===== src/hdl/ddm_pkg.sv =====
package ddm_pkg;

  localparam int CH_W   = 11;
  localparam int SENS_W = 4;
  localparam int DUTY_W = 8;
  localparam int NUM_W  = CH_W + DUTY_W;
  localparam int ADDR_W = 5;
  localparam int DATA_W = 32;
  localparam int IDX_W  = ADDR_W - 2;

  typedef logic [CH_W-1:0]   chan_t;
  typedef logic [DUTY_W-1:0] duty_t;
  typedef logic [NUM_W-1:0]  num_t;

  typedef enum logic [IDX_W-1:0] {
    REG_SENSITIVITY,
    REG_CHANNEL_MIN,
    REG_CHANNEL_MAX,
    REG_CHANNEL_MID,
    REG_STEER_CENTER
  } reg_idx_t;

endpackage


===== src/hdl/differential_drive_mixer_unit.sv =====
// Channel   | Signals                                        | Moves
// frame     | frame_valid, frame_ready, throttle/steer_chan  | one radio frame in
// duty      | duty_valid, duty_ready, duty_left, duty_right  | one pair of motor duties out
// apb       | psel, penable, pwrite, paddr, pwdata, prdata   | five control registers
//
// A new request is taken in the cycle after the result is registered.
// The gain multiply is bit-serial, and the two bit-serial divisions for the duty
// scaling share one divider.
// Synchronous reset restores register defaults and clears all wheel state.
// A stalled result is held in the output register; the next frame waits only while it
// cannot be handed over.
module differential_drive_mixer_unit (
  input  logic                        clk,
  input  logic                        rst,
  input  logic                        frame_valid,
  output logic                        frame_ready,
  input  ddm_pkg::chan_t              throttle_channel,
  input  ddm_pkg::chan_t              steer_channel,
  output logic                        duty_valid,
  input  logic                        duty_ready,
  output ddm_pkg::duty_t              duty_left,
  output ddm_pkg::duty_t              duty_right,
  input  logic                        psel,
  input  logic                        penable,
  input  logic                        pwrite,
  input  logic [ddm_pkg::ADDR_W-1:0]  paddr,
  input  logic [ddm_pkg::DATA_W-1:0]  pwdata,
  output logic [ddm_pkg::DATA_W-1:0]  prdata,
  output logic                        pready
);

  localparam int SUM_W  = 18;
  localparam int DIFF_W = ddm_pkg::CH_W + 2;

  localparam logic [ddm_pkg::SENS_W-1:0] SENS_RST = 4'd1;
  localparam ddm_pkg::chan_t MIN_RST    = 11'd172;
  localparam ddm_pkg::chan_t MAX_RST    = 11'd1811;
  localparam ddm_pkg::chan_t MID_RST    = 11'd992;
  localparam ddm_pkg::chan_t CENTER_RST = 11'd991;

  typedef logic signed [SUM_W-1:0]  sum_t;
  typedef logic signed [DIFF_W-1:0] diff_t;

  typedef enum logic [3:0] {
    S_IDLE, S_MIX, S_STEER, S_MUL, S_APPLY, S_CLAMP,
    S_DIV_L, S_WAIT_L, S_DIV_R, S_WAIT_R, S_FINISH
  } state_t;

  typedef enum logic [1:0] {SIDE_NONE, SIDE_LEFT, SIDE_RIGHT} side_t;

  state_t state;
  side_t  side;

  logic [ddm_pkg::SENS_W-1:0] sensitivity;
  ddm_pkg::chan_t channel_min, channel_max, channel_mid, steer_center;

  ddm_pkg::chan_t wheel_speed_left, wheel_speed_right;
  ddm_pkg::chan_t prev_throttle, prev_left_steer, prev_right_steer;

  ddm_pkg::chan_t thr, steer, steer_clamped, mag;
  diff_t          delta;
  sum_t           speed_left, speed_right;
  sum_t           acc, mcand;
  logic [ddm_pkg::SENS_W-1:0] gain_bits;
  logic [1:0]     mul_cnt;
  ddm_pkg::duty_t quot_left;

  // Combinational terms.
  function automatic sum_t ext(input ddm_pkg::chan_t v);
    ext = $signed({{(SUM_W-ddm_pkg::CH_W){1'b0}}, v});
  endfunction

  function automatic ddm_pkg::chan_t abs_diff(input ddm_pkg::chan_t a, input ddm_pkg::chan_t b);
    abs_diff = (a >= b) ? a - b : b - a;
  endfunction

  function automatic ddm_pkg::num_t scale_num(input ddm_pkg::chan_t v, input ddm_pkg::chan_t lo);
    ddm_pkg::chan_t a;
    a = abs_diff(v, lo);
    scale_num = {a, {ddm_pkg::DUTY_W{1'b0}}} - {{ddm_pkg::DUTY_W{1'b0}}, a};
  endfunction

  sum_t           sl_mix, sr_mix, thr_e, abs_k, sl_apply, sr_apply;
  sum_t           lo_e, hi_e;
  ddm_pkg::chan_t st_clamp_c, mag_left, ws_l_clamp, ws_r_clamp;
  logic signed [ddm_pkg::CH_W:0] mag_right;
  diff_t          diff_left, diff_right;
  logic           span_zero;
  logic           div_start, div_done;
  ddm_pkg::num_t  div_num;
  ddm_pkg::chan_t div_den;
  ddm_pkg::duty_t div_quot;

  assign thr_e  = ext(thr);
  assign lo_e   = ext(channel_min);
  assign hi_e   = ext(channel_max);
  assign sl_mix = ext(wheel_speed_left) + thr_e - ext(prev_throttle);
  assign sr_mix = ext(wheel_speed_right) + thr_e - ext(prev_throttle);

  // The floor is tested first, which decides the result of an inverted range.
  assign st_clamp_c = (steer < channel_min) ? channel_min :
                      (steer > channel_max) ? channel_max : steer;

  assign mag_left   = abs_diff(steer_clamped, steer_center);
  assign mag_right  = $signed({1'b0, steer_clamped}) - $signed({1'b0, steer_center});
  assign diff_left  = $signed({2'b00, mag_left}) - $signed({2'b00, prev_left_steer});
  assign diff_right = $signed({mag_right[ddm_pkg::CH_W], mag_right})
                    - $signed({2'b00, prev_right_steer});

  assign abs_k = acc[SUM_W-1] ? -acc : acc;

  always_comb begin
    sl_apply = speed_left;
    sr_apply = speed_right;
    case (side)
      SIDE_LEFT: begin
        if (speed_left > thr_e) begin
          sl_apply = speed_left - abs_k;
        end else if (speed_left < thr_e) begin
          sl_apply = speed_left + abs_k;
        end
        sr_apply = speed_right + acc;
      end
      SIDE_RIGHT: begin
        sl_apply = speed_left + acc;
        if (speed_right < thr_e) begin
          sr_apply = speed_right + abs_k;
        end else if (speed_right > thr_e) begin
          sr_apply = speed_right - abs_k;
        end
      end
      default: begin
      end
    endcase
  end

  assign ws_l_clamp = (speed_left < lo_e) ? channel_min :
                      (speed_left > hi_e) ? channel_max : speed_left[ddm_pkg::CH_W-1:0];
  assign ws_r_clamp = (speed_right < lo_e) ? channel_min :
                      (speed_right > hi_e) ? channel_max : speed_right[ddm_pkg::CH_W-1:0];

  assign span_zero = (channel_min == channel_max);
  assign div_den   = abs_diff(channel_max, channel_min);
  assign div_start = (state == S_DIV_L) || (state == S_DIV_R);
  assign div_num   = (state == S_DIV_L) ? scale_num(wheel_speed_left, channel_min)
                                        : scale_num(wheel_speed_right, channel_min);

  ddm_div u_div (
    .clk   (clk),
    .rst   (rst),
    .start (div_start),
    .num   (div_num),
    .den   (div_den),
    .done  (div_done),
    .quot  (div_quot)
  );

  assign frame_ready = (state == S_IDLE);
  assign pready      = 1'b1;

  always_comb begin
    unique case (paddr[ddm_pkg::ADDR_W-1:2])
      ddm_pkg::REG_SENSITIVITY:  prdata = ddm_pkg::DATA_W'(sensitivity);
      ddm_pkg::REG_CHANNEL_MIN:  prdata = ddm_pkg::DATA_W'(channel_min);
      ddm_pkg::REG_CHANNEL_MAX:  prdata = ddm_pkg::DATA_W'(channel_max);
      ddm_pkg::REG_CHANNEL_MID:  prdata = ddm_pkg::DATA_W'(channel_mid);
      ddm_pkg::REG_STEER_CENTER: prdata = ddm_pkg::DATA_W'(steer_center);
      default:                   prdata = '0;
    endcase
  end

  always_ff @(posedge clk) begin
    if (rst) begin
      sensitivity  <= SENS_RST;
      channel_min  <= MIN_RST;
      channel_max  <= MAX_RST;
      channel_mid  <= MID_RST;
      steer_center <= CENTER_RST;
    end else if (psel && penable && pwrite) begin
      unique case (paddr[ddm_pkg::ADDR_W-1:2])
        ddm_pkg::REG_SENSITIVITY:  sensitivity  <= pwdata[ddm_pkg::SENS_W-1:0];
        ddm_pkg::REG_CHANNEL_MIN:  channel_min  <= pwdata[ddm_pkg::CH_W-1:0];
        ddm_pkg::REG_CHANNEL_MAX:  channel_max  <= pwdata[ddm_pkg::CH_W-1:0];
        ddm_pkg::REG_CHANNEL_MID:  channel_mid  <= pwdata[ddm_pkg::CH_W-1:0];
        ddm_pkg::REG_STEER_CENTER: steer_center <= pwdata[ddm_pkg::CH_W-1:0];
        default: begin
        end
      endcase
    end
  end

  always_ff @(posedge clk) begin
    if (rst) begin
      state             <= S_IDLE;
      duty_valid        <= 1'b0;
      wheel_speed_left  <= '0;
      wheel_speed_right <= '0;
      prev_throttle     <= '0;
      prev_left_steer   <= '0;
      prev_right_steer  <= '0;
    end else begin
      // In the finish step the handover of the old result is handled there.
      if (duty_valid && duty_ready && state != S_FINISH) begin
        duty_valid <= 1'b0;
      end
      unique case (state)
        S_IDLE: begin
          if (frame_valid) begin
            thr   <= throttle_channel;
            steer <= steer_channel;
            state <= S_MIX;
          end
        end
        S_MIX: begin
          speed_left    <= sl_mix;
          speed_right   <= sr_mix;
          steer_clamped <= st_clamp_c;
          prev_throttle <= thr;
          state         <= S_STEER;
        end
        S_STEER: begin
          // A side whose magnitude is unchanged gets a zero product and so does nothing.
          if (steer_clamped < channel_mid) begin
            side  <= SIDE_LEFT;
            delta <= diff_left;
            mag   <= mag_left;
            mcand <= SUM_W'(diff_left);
          end else if (steer_clamped > channel_mid) begin
            side  <= SIDE_RIGHT;
            delta <= diff_right;
            mag   <= mag_right[ddm_pkg::CH_W-1:0];
            mcand <= SUM_W'(diff_right);
          end else begin
            side  <= SIDE_NONE;
            delta <= '0;
            mag   <= '0;
            mcand <= '0;
          end
          acc       <= '0;
          gain_bits <= sensitivity;
          mul_cnt   <= '0;
          state     <= S_MUL;
        end
        S_MUL: begin
          if (gain_bits[0]) begin
            acc <= acc + mcand;
          end
          mcand     <= mcand <<< 1;
          gain_bits <= gain_bits >> 1;
          mul_cnt   <= mul_cnt + 1'b1;
          if (mul_cnt == 2'(ddm_pkg::SENS_W - 1)) begin
            state <= S_APPLY;
          end
        end
        S_APPLY: begin
          speed_left  <= sl_apply;
          speed_right <= sr_apply;
          if (side == SIDE_LEFT && delta != '0) begin
            prev_left_steer <= mag;
          end
          if (side == SIDE_RIGHT && delta != '0) begin
            prev_right_steer <= mag;
          end
          state <= S_CLAMP;
        end
        S_CLAMP: begin
          wheel_speed_left  <= ws_l_clamp;
          wheel_speed_right <= ws_r_clamp;
          state             <= S_DIV_L;
        end
        S_DIV_L: begin
          state <= S_WAIT_L;
        end
        S_WAIT_L: begin
          if (div_done) begin
            quot_left <= div_quot;
            state     <= S_DIV_R;
          end
        end
        S_DIV_R: begin
          state <= S_WAIT_R;
        end
        S_WAIT_R: begin
          if (div_done) begin
            state <= S_FINISH;
          end
        end
        S_FINISH: begin
          if (!duty_valid || duty_ready) begin
            duty_left  <= span_zero ? '0 : quot_left;
            duty_right <= span_zero ? '0 : div_quot;
            duty_valid <= 1'b1;
            state      <= S_IDLE;
          end
        end
        default: state <= S_IDLE;
      endcase
    end
  end

endmodule


===== src/hdl/ddm_div.sv =====
// Restoring divider that produces one quotient bit per cycle, most significant first.
// The quotient must be known to fit in DUTY_W bits.
module ddm_div (
  input  logic               clk,
  input  logic               rst,
  input  logic               start,
  input  ddm_pkg::num_t      num,
  input  ddm_pkg::chan_t     den,
  output logic               done,
  output ddm_pkg::duty_t     quot
);

  localparam int DSH_W = ddm_pkg::NUM_W - 1;
  localparam int CNT_W = $clog2(ddm_pkg::DUTY_W);

  logic [ddm_pkg::NUM_W-1:0] rem;
  logic [DSH_W-1:0]          dsh;
  logic [CNT_W-1:0]          cnt;
  logic                      busy;
  logic                      ge;
  logic [ddm_pkg::NUM_W-1:0] rem_diff;

  assign ge       = ({1'b0, dsh} <= rem);
  assign rem_diff = rem - {1'b0, dsh};

  always_ff @(posedge clk) begin
    if (rst) begin
      busy <= 1'b0;
      done <= 1'b0;
      cnt  <= '0;
    end else begin
      done <= 1'b0;
      if (start) begin
        busy <= 1'b1;
        cnt  <= '0;
      end else if (busy) begin
        cnt <= cnt + 1'b1;
        if (cnt == CNT_W'(ddm_pkg::DUTY_W - 1)) begin
          busy <= 1'b0;
          done <= 1'b1;
        end
      end
    end
  end

  always_ff @(posedge clk) begin
    if (start) begin
      rem  <= num;
      dsh  <= {den, {(ddm_pkg::DUTY_W-1){1'b0}}};
      quot <= '0;
    end else if (busy) begin
      if (ge) begin
        rem <= rem_diff;
      end
      quot <= {quot[ddm_pkg::DUTY_W-2:0], ge};
      dsh  <= dsh >> 1;
    end
  end

endmodule


===== config.mk =====
export PLATFORM = sky130hd
export DESIGN_NAME = differential_drive_mixer_unit
export DESIGN_NICKNAME = d
export VERILOG_FILES = /design/src/hdl/ddm_pkg.sv /design/src/hdl/differential_drive_mixer_unit.sv /design/src/hdl/ddm_div.sv
export SDC_FILE = /design/constraint.sdc
export NUM_CORES = 1
export LEC_CHECK = 0
export CAP_MARGIN = 20
export CORE_UTILIZATION = 55
export DETAILED_ROUTE_END_ITERATION = 8
export DONT_BUFFER_PORTS = 1
export GPL_TIMING_DRIVEN = 1
export PLACE_DENSITY = 0.7
export SLEW_MARGIN = 15
export SYNTH_ARGS = -nofsm -noshare
export SYNTH_HDL_FRONTEND = slang
export SYNTH_SLANG_ARGS = --single-unit

===== constraint.sdc =====
create_clock -name clk -period 6.74 [get_ports clk]
set_clock_uncertainty 0.15 [all_clocks]
set_input_delay 0.674 -clock clk [delete_from_list [all_inputs] [get_ports clk]]
set_output_delay 0.674 -clock clk [all_outputs]
set_load 0.05 [all_outputs]

==> impl_metrics.tcl <==
set metrics [dict create \
    die-width_um 225 \
    post_synth_inst_count 3072 \
    area_of_the_core_region_um2 48800 \
    cts_made_buffers 39 \
    crit_path_category "register to register" \
    final.period_utilization 0.908 \
    via_count_normalized_by_instance_count 6.08 \
    synth_largest_area_cell "edfxtp_1" \
    worstHoldPathType "input pin to register" \
    synth_most_common_cell "ha_1" \
    vdd_drop_max_uv 200 \
    maxSlewHeadroom 0.198 \
    gr-total-overflow 0 \
    syn_avg_cell_area_um2 8.86 \
    multi_input_area_um2 17400 \
    cts.clk_slew.worst_paths_ns 0.06 \
    fmax_mhz 163 \
    cts_htree_levels 2 \
    unrepaired_setup_endpoints_after_global_routing "false" \
    first_global_vias 21919 \
    synth.top_cells.by_count "ha_1, nand2_1, inv_1, nor2_1, edfxtp_1" \
    regArea_um2 8300 \
    post_detailed_route_wirelength_per_cell_um 21.7 \
    drc 0 \
    syn-cell-area_um2 27200 \
    fin_nets 3445 \
    timing.critical_path.slowest_stage_cell "fa_1" \
    synth-edff-count 191 \
    cpPeakStageDelay_ns 0.47 \
    final.setup.tns_ns 0 \
    final_max_slew_viol_count 0 \
    clock_path_buffers 3 \
    clock-sinks 319 \
    cp_max_fo 6 \
    drv_cap 0 \
    clock_tree_from_tritoncts "built" \
    vias 22672 \
    stdcell_area_um2 29200 \
    drive_gt1_frac 0.0600 \
    drt_first_pass_iters 7 \
    power.leakage_nw 12.5 \
    run_status "finished clean" \
    power_density_nw_per_um2 198 \
    finalCriticalPeriod_ns 6.12 \
    row_count 81 \
    ctsHoldBuffers 0 \
    tightest_slew_ns 1.22 \
    start_util 0.557 \
    synth_area_leaders "edfxtp_1, ha_1, dfxtp_1" \
    post_cts_resized 0 \
    cts_root_buffer "clkbuf_16" \
    synth_top_flop_cell "edfxtp_1" \
    grt_use_total 0.318 \
    final-hold-violation-count 0 \
    timing.final.setup_violations 0 \
    grt_max_degree 99 \
    synth_top_cell_area_share 0.211 \
    dp_hpwl_um 62700 \
    layout.filler_cells 4346 \
    ys_types 97 \
    synth_warnings 0 \
    register_bit_count_reported_by_yosys 319 \
    synth_async_sr_flop_share 0 \
    clock_latency_ns 0.57 \
    final_antenna_net_count 0 \
    preCtsSetupSlack_ns 0.550 \
    path_cells "inv_1 -> ha_1 -> inv_1 -> fa_1 -> a21o_1 -> a21o_1 -> a21o_1 -> a21o_1 -> a21o_1 -> a41o_1 -> o41ai_4 -> o21ai_0 -> ha_1 -> nor2b_1 -> o21ai_0 -> a21boi_0 -> o21ai_0 -> nand2b_1 -> a21oi_1 -> o21bai_1 -> a31oi_1 -> o2111ai_1 -> o2111ai_1 -> o21a_1" \
    path_common_cell "a21o_1" \
    die_h_um 225 \
    routed_wl_um 80900 \
    wire_length_of_the_first_global_routing_pass_um 124000 \
    proportion_of_synthesized_chip_area_in_sequential_cells 0.305 \
    antenna_cells 0 \
    timing.critical_path.arrival_ns 6.27 \
    final_critical_path_setup_slack_ns 0.619 \
    worst_setup_path_end_kind "register" \
    placedInstanceArea_um2 27900 \
    top_level_ports 117 \
    worstPathRequired_ns 6.89 \
    antenna_found_initial 0 \
    drt_iter0_markers 1705 \
    die_area_um2 50400 \
    gpl.final_weighted_congestion 0.953 \
    flow.area_growth_from_synthesis_pct 7.30 \
    portBuffers 0 \
    postCtsSetupRepairBufs 0 \
    critical_path.startpoint_type "register" \
]
-- metrics by stage --
step	power (mW)	instances	hold slack, ns	utilization
after floorplan	3.31	3092	0.272	-
after global placement	3.57	3656	0.285	0.571
after detailed placement	3.61	3656	0.289	0.571
after CTS	5.78	3727	0.0282	0.597
after global routing	6.01	3729	0.0359	0.598
final	5.77	3729	0.0457	0.598
-- metal layers --
| metal | track usage | vias to the layer above | wire [um] |
|---|---|---|---|
| li1 | - | 10828 | - |
| met1 | 0.410 | 10863 | 34600 |
| met2 | 0.524 | 758 | 37300 |
| met3 | 0.0451 | 223 | 4930 |
| met4 | 0.152 | 0 | 4130 |
| met5 | 0 | - | 0 |
-- where the power goes --
part	switching [mW]	total [mW]	internal, mW
Sequential	0.0986	2.27	2.17
Combinational	0.781	1.33	0.545
Clock	0.867	2.17	1.31
Total	1.75	5.77	4.03
-- sequential cells by signal, indices dropped and copies added, names as in the netlist, 13 cells and up --
name         count
speed_left      18
u_div.dsh       18
mcand           18
delta           13
u_div.rem       19
speed_right     18
acc             18
-- layout make-up --
cell class                 instances  share of cell area
sequential                       319               0.284
tap                              664              0.0284
multi-input combinational       2368               0.597
clock inverter                    15             0.00719
inverter                         256              0.0329
clock buffer                      56              0.0370
timing repair buffer              51              0.0138
-- path summary, 6_finish.rpt --
check / cells past startpoint / slack (ns) / start / endpoint
hold / removal: 1 / 0.05 / rst / prev_throttle[10]
setup / recovery: 24 / 0.62 / steer_clamped[0] / mcand[12]
setup reg to reg: 24 / 0.62 / steer_clamped[0] / mcand[12]
hold reg to reg: 0 / 0.30 / u_div.quot[7] / quot_left[7]
-- kinds of logic after synthesis --
| family | synth area share |
|---|---|
| compound gates | 0.177 |
| xor+xnor | 0.0655 |
| fa+ha+maj | 0.168 |
| buf+inv | 0.0595 |
| flops | 0.305 |
| mux | 0.0638 |
| other cells | 0.000276 |
| simple gates | 0.161 |
-- cells in the final DEF, fill, tap and decap left out, types with 36 or more instances in the layout --
cell         n
a21o_1      82
a21oi_1    174
buf_4       50
clkbuf_16   39
dfxtp_1    128
edfxtp_1   191
fa_1        36
ha_1       308
inv_1      255
mux2_2      36
mux2i_1    133
nand2_1    283
nand2b_1    43
nand3_1     62
nor2_1     208
nor2b_1     72
nor3_1      63
o21a_1      45
o21ai_0    164
xnor2_1    127
xor2_1      73
-- worst max-delay path, delay by kind of cell (launching register included) --
family / cells / cell delay, ns
flops: 1 / 0.40
simple gates: 2 / 0.26
fa+ha+maj: 3 / 0.96
compound gates: 17 / 3.91
buf+inv: 2 / 0.18
Note: power is estimated with default switching activity, not from simulation.
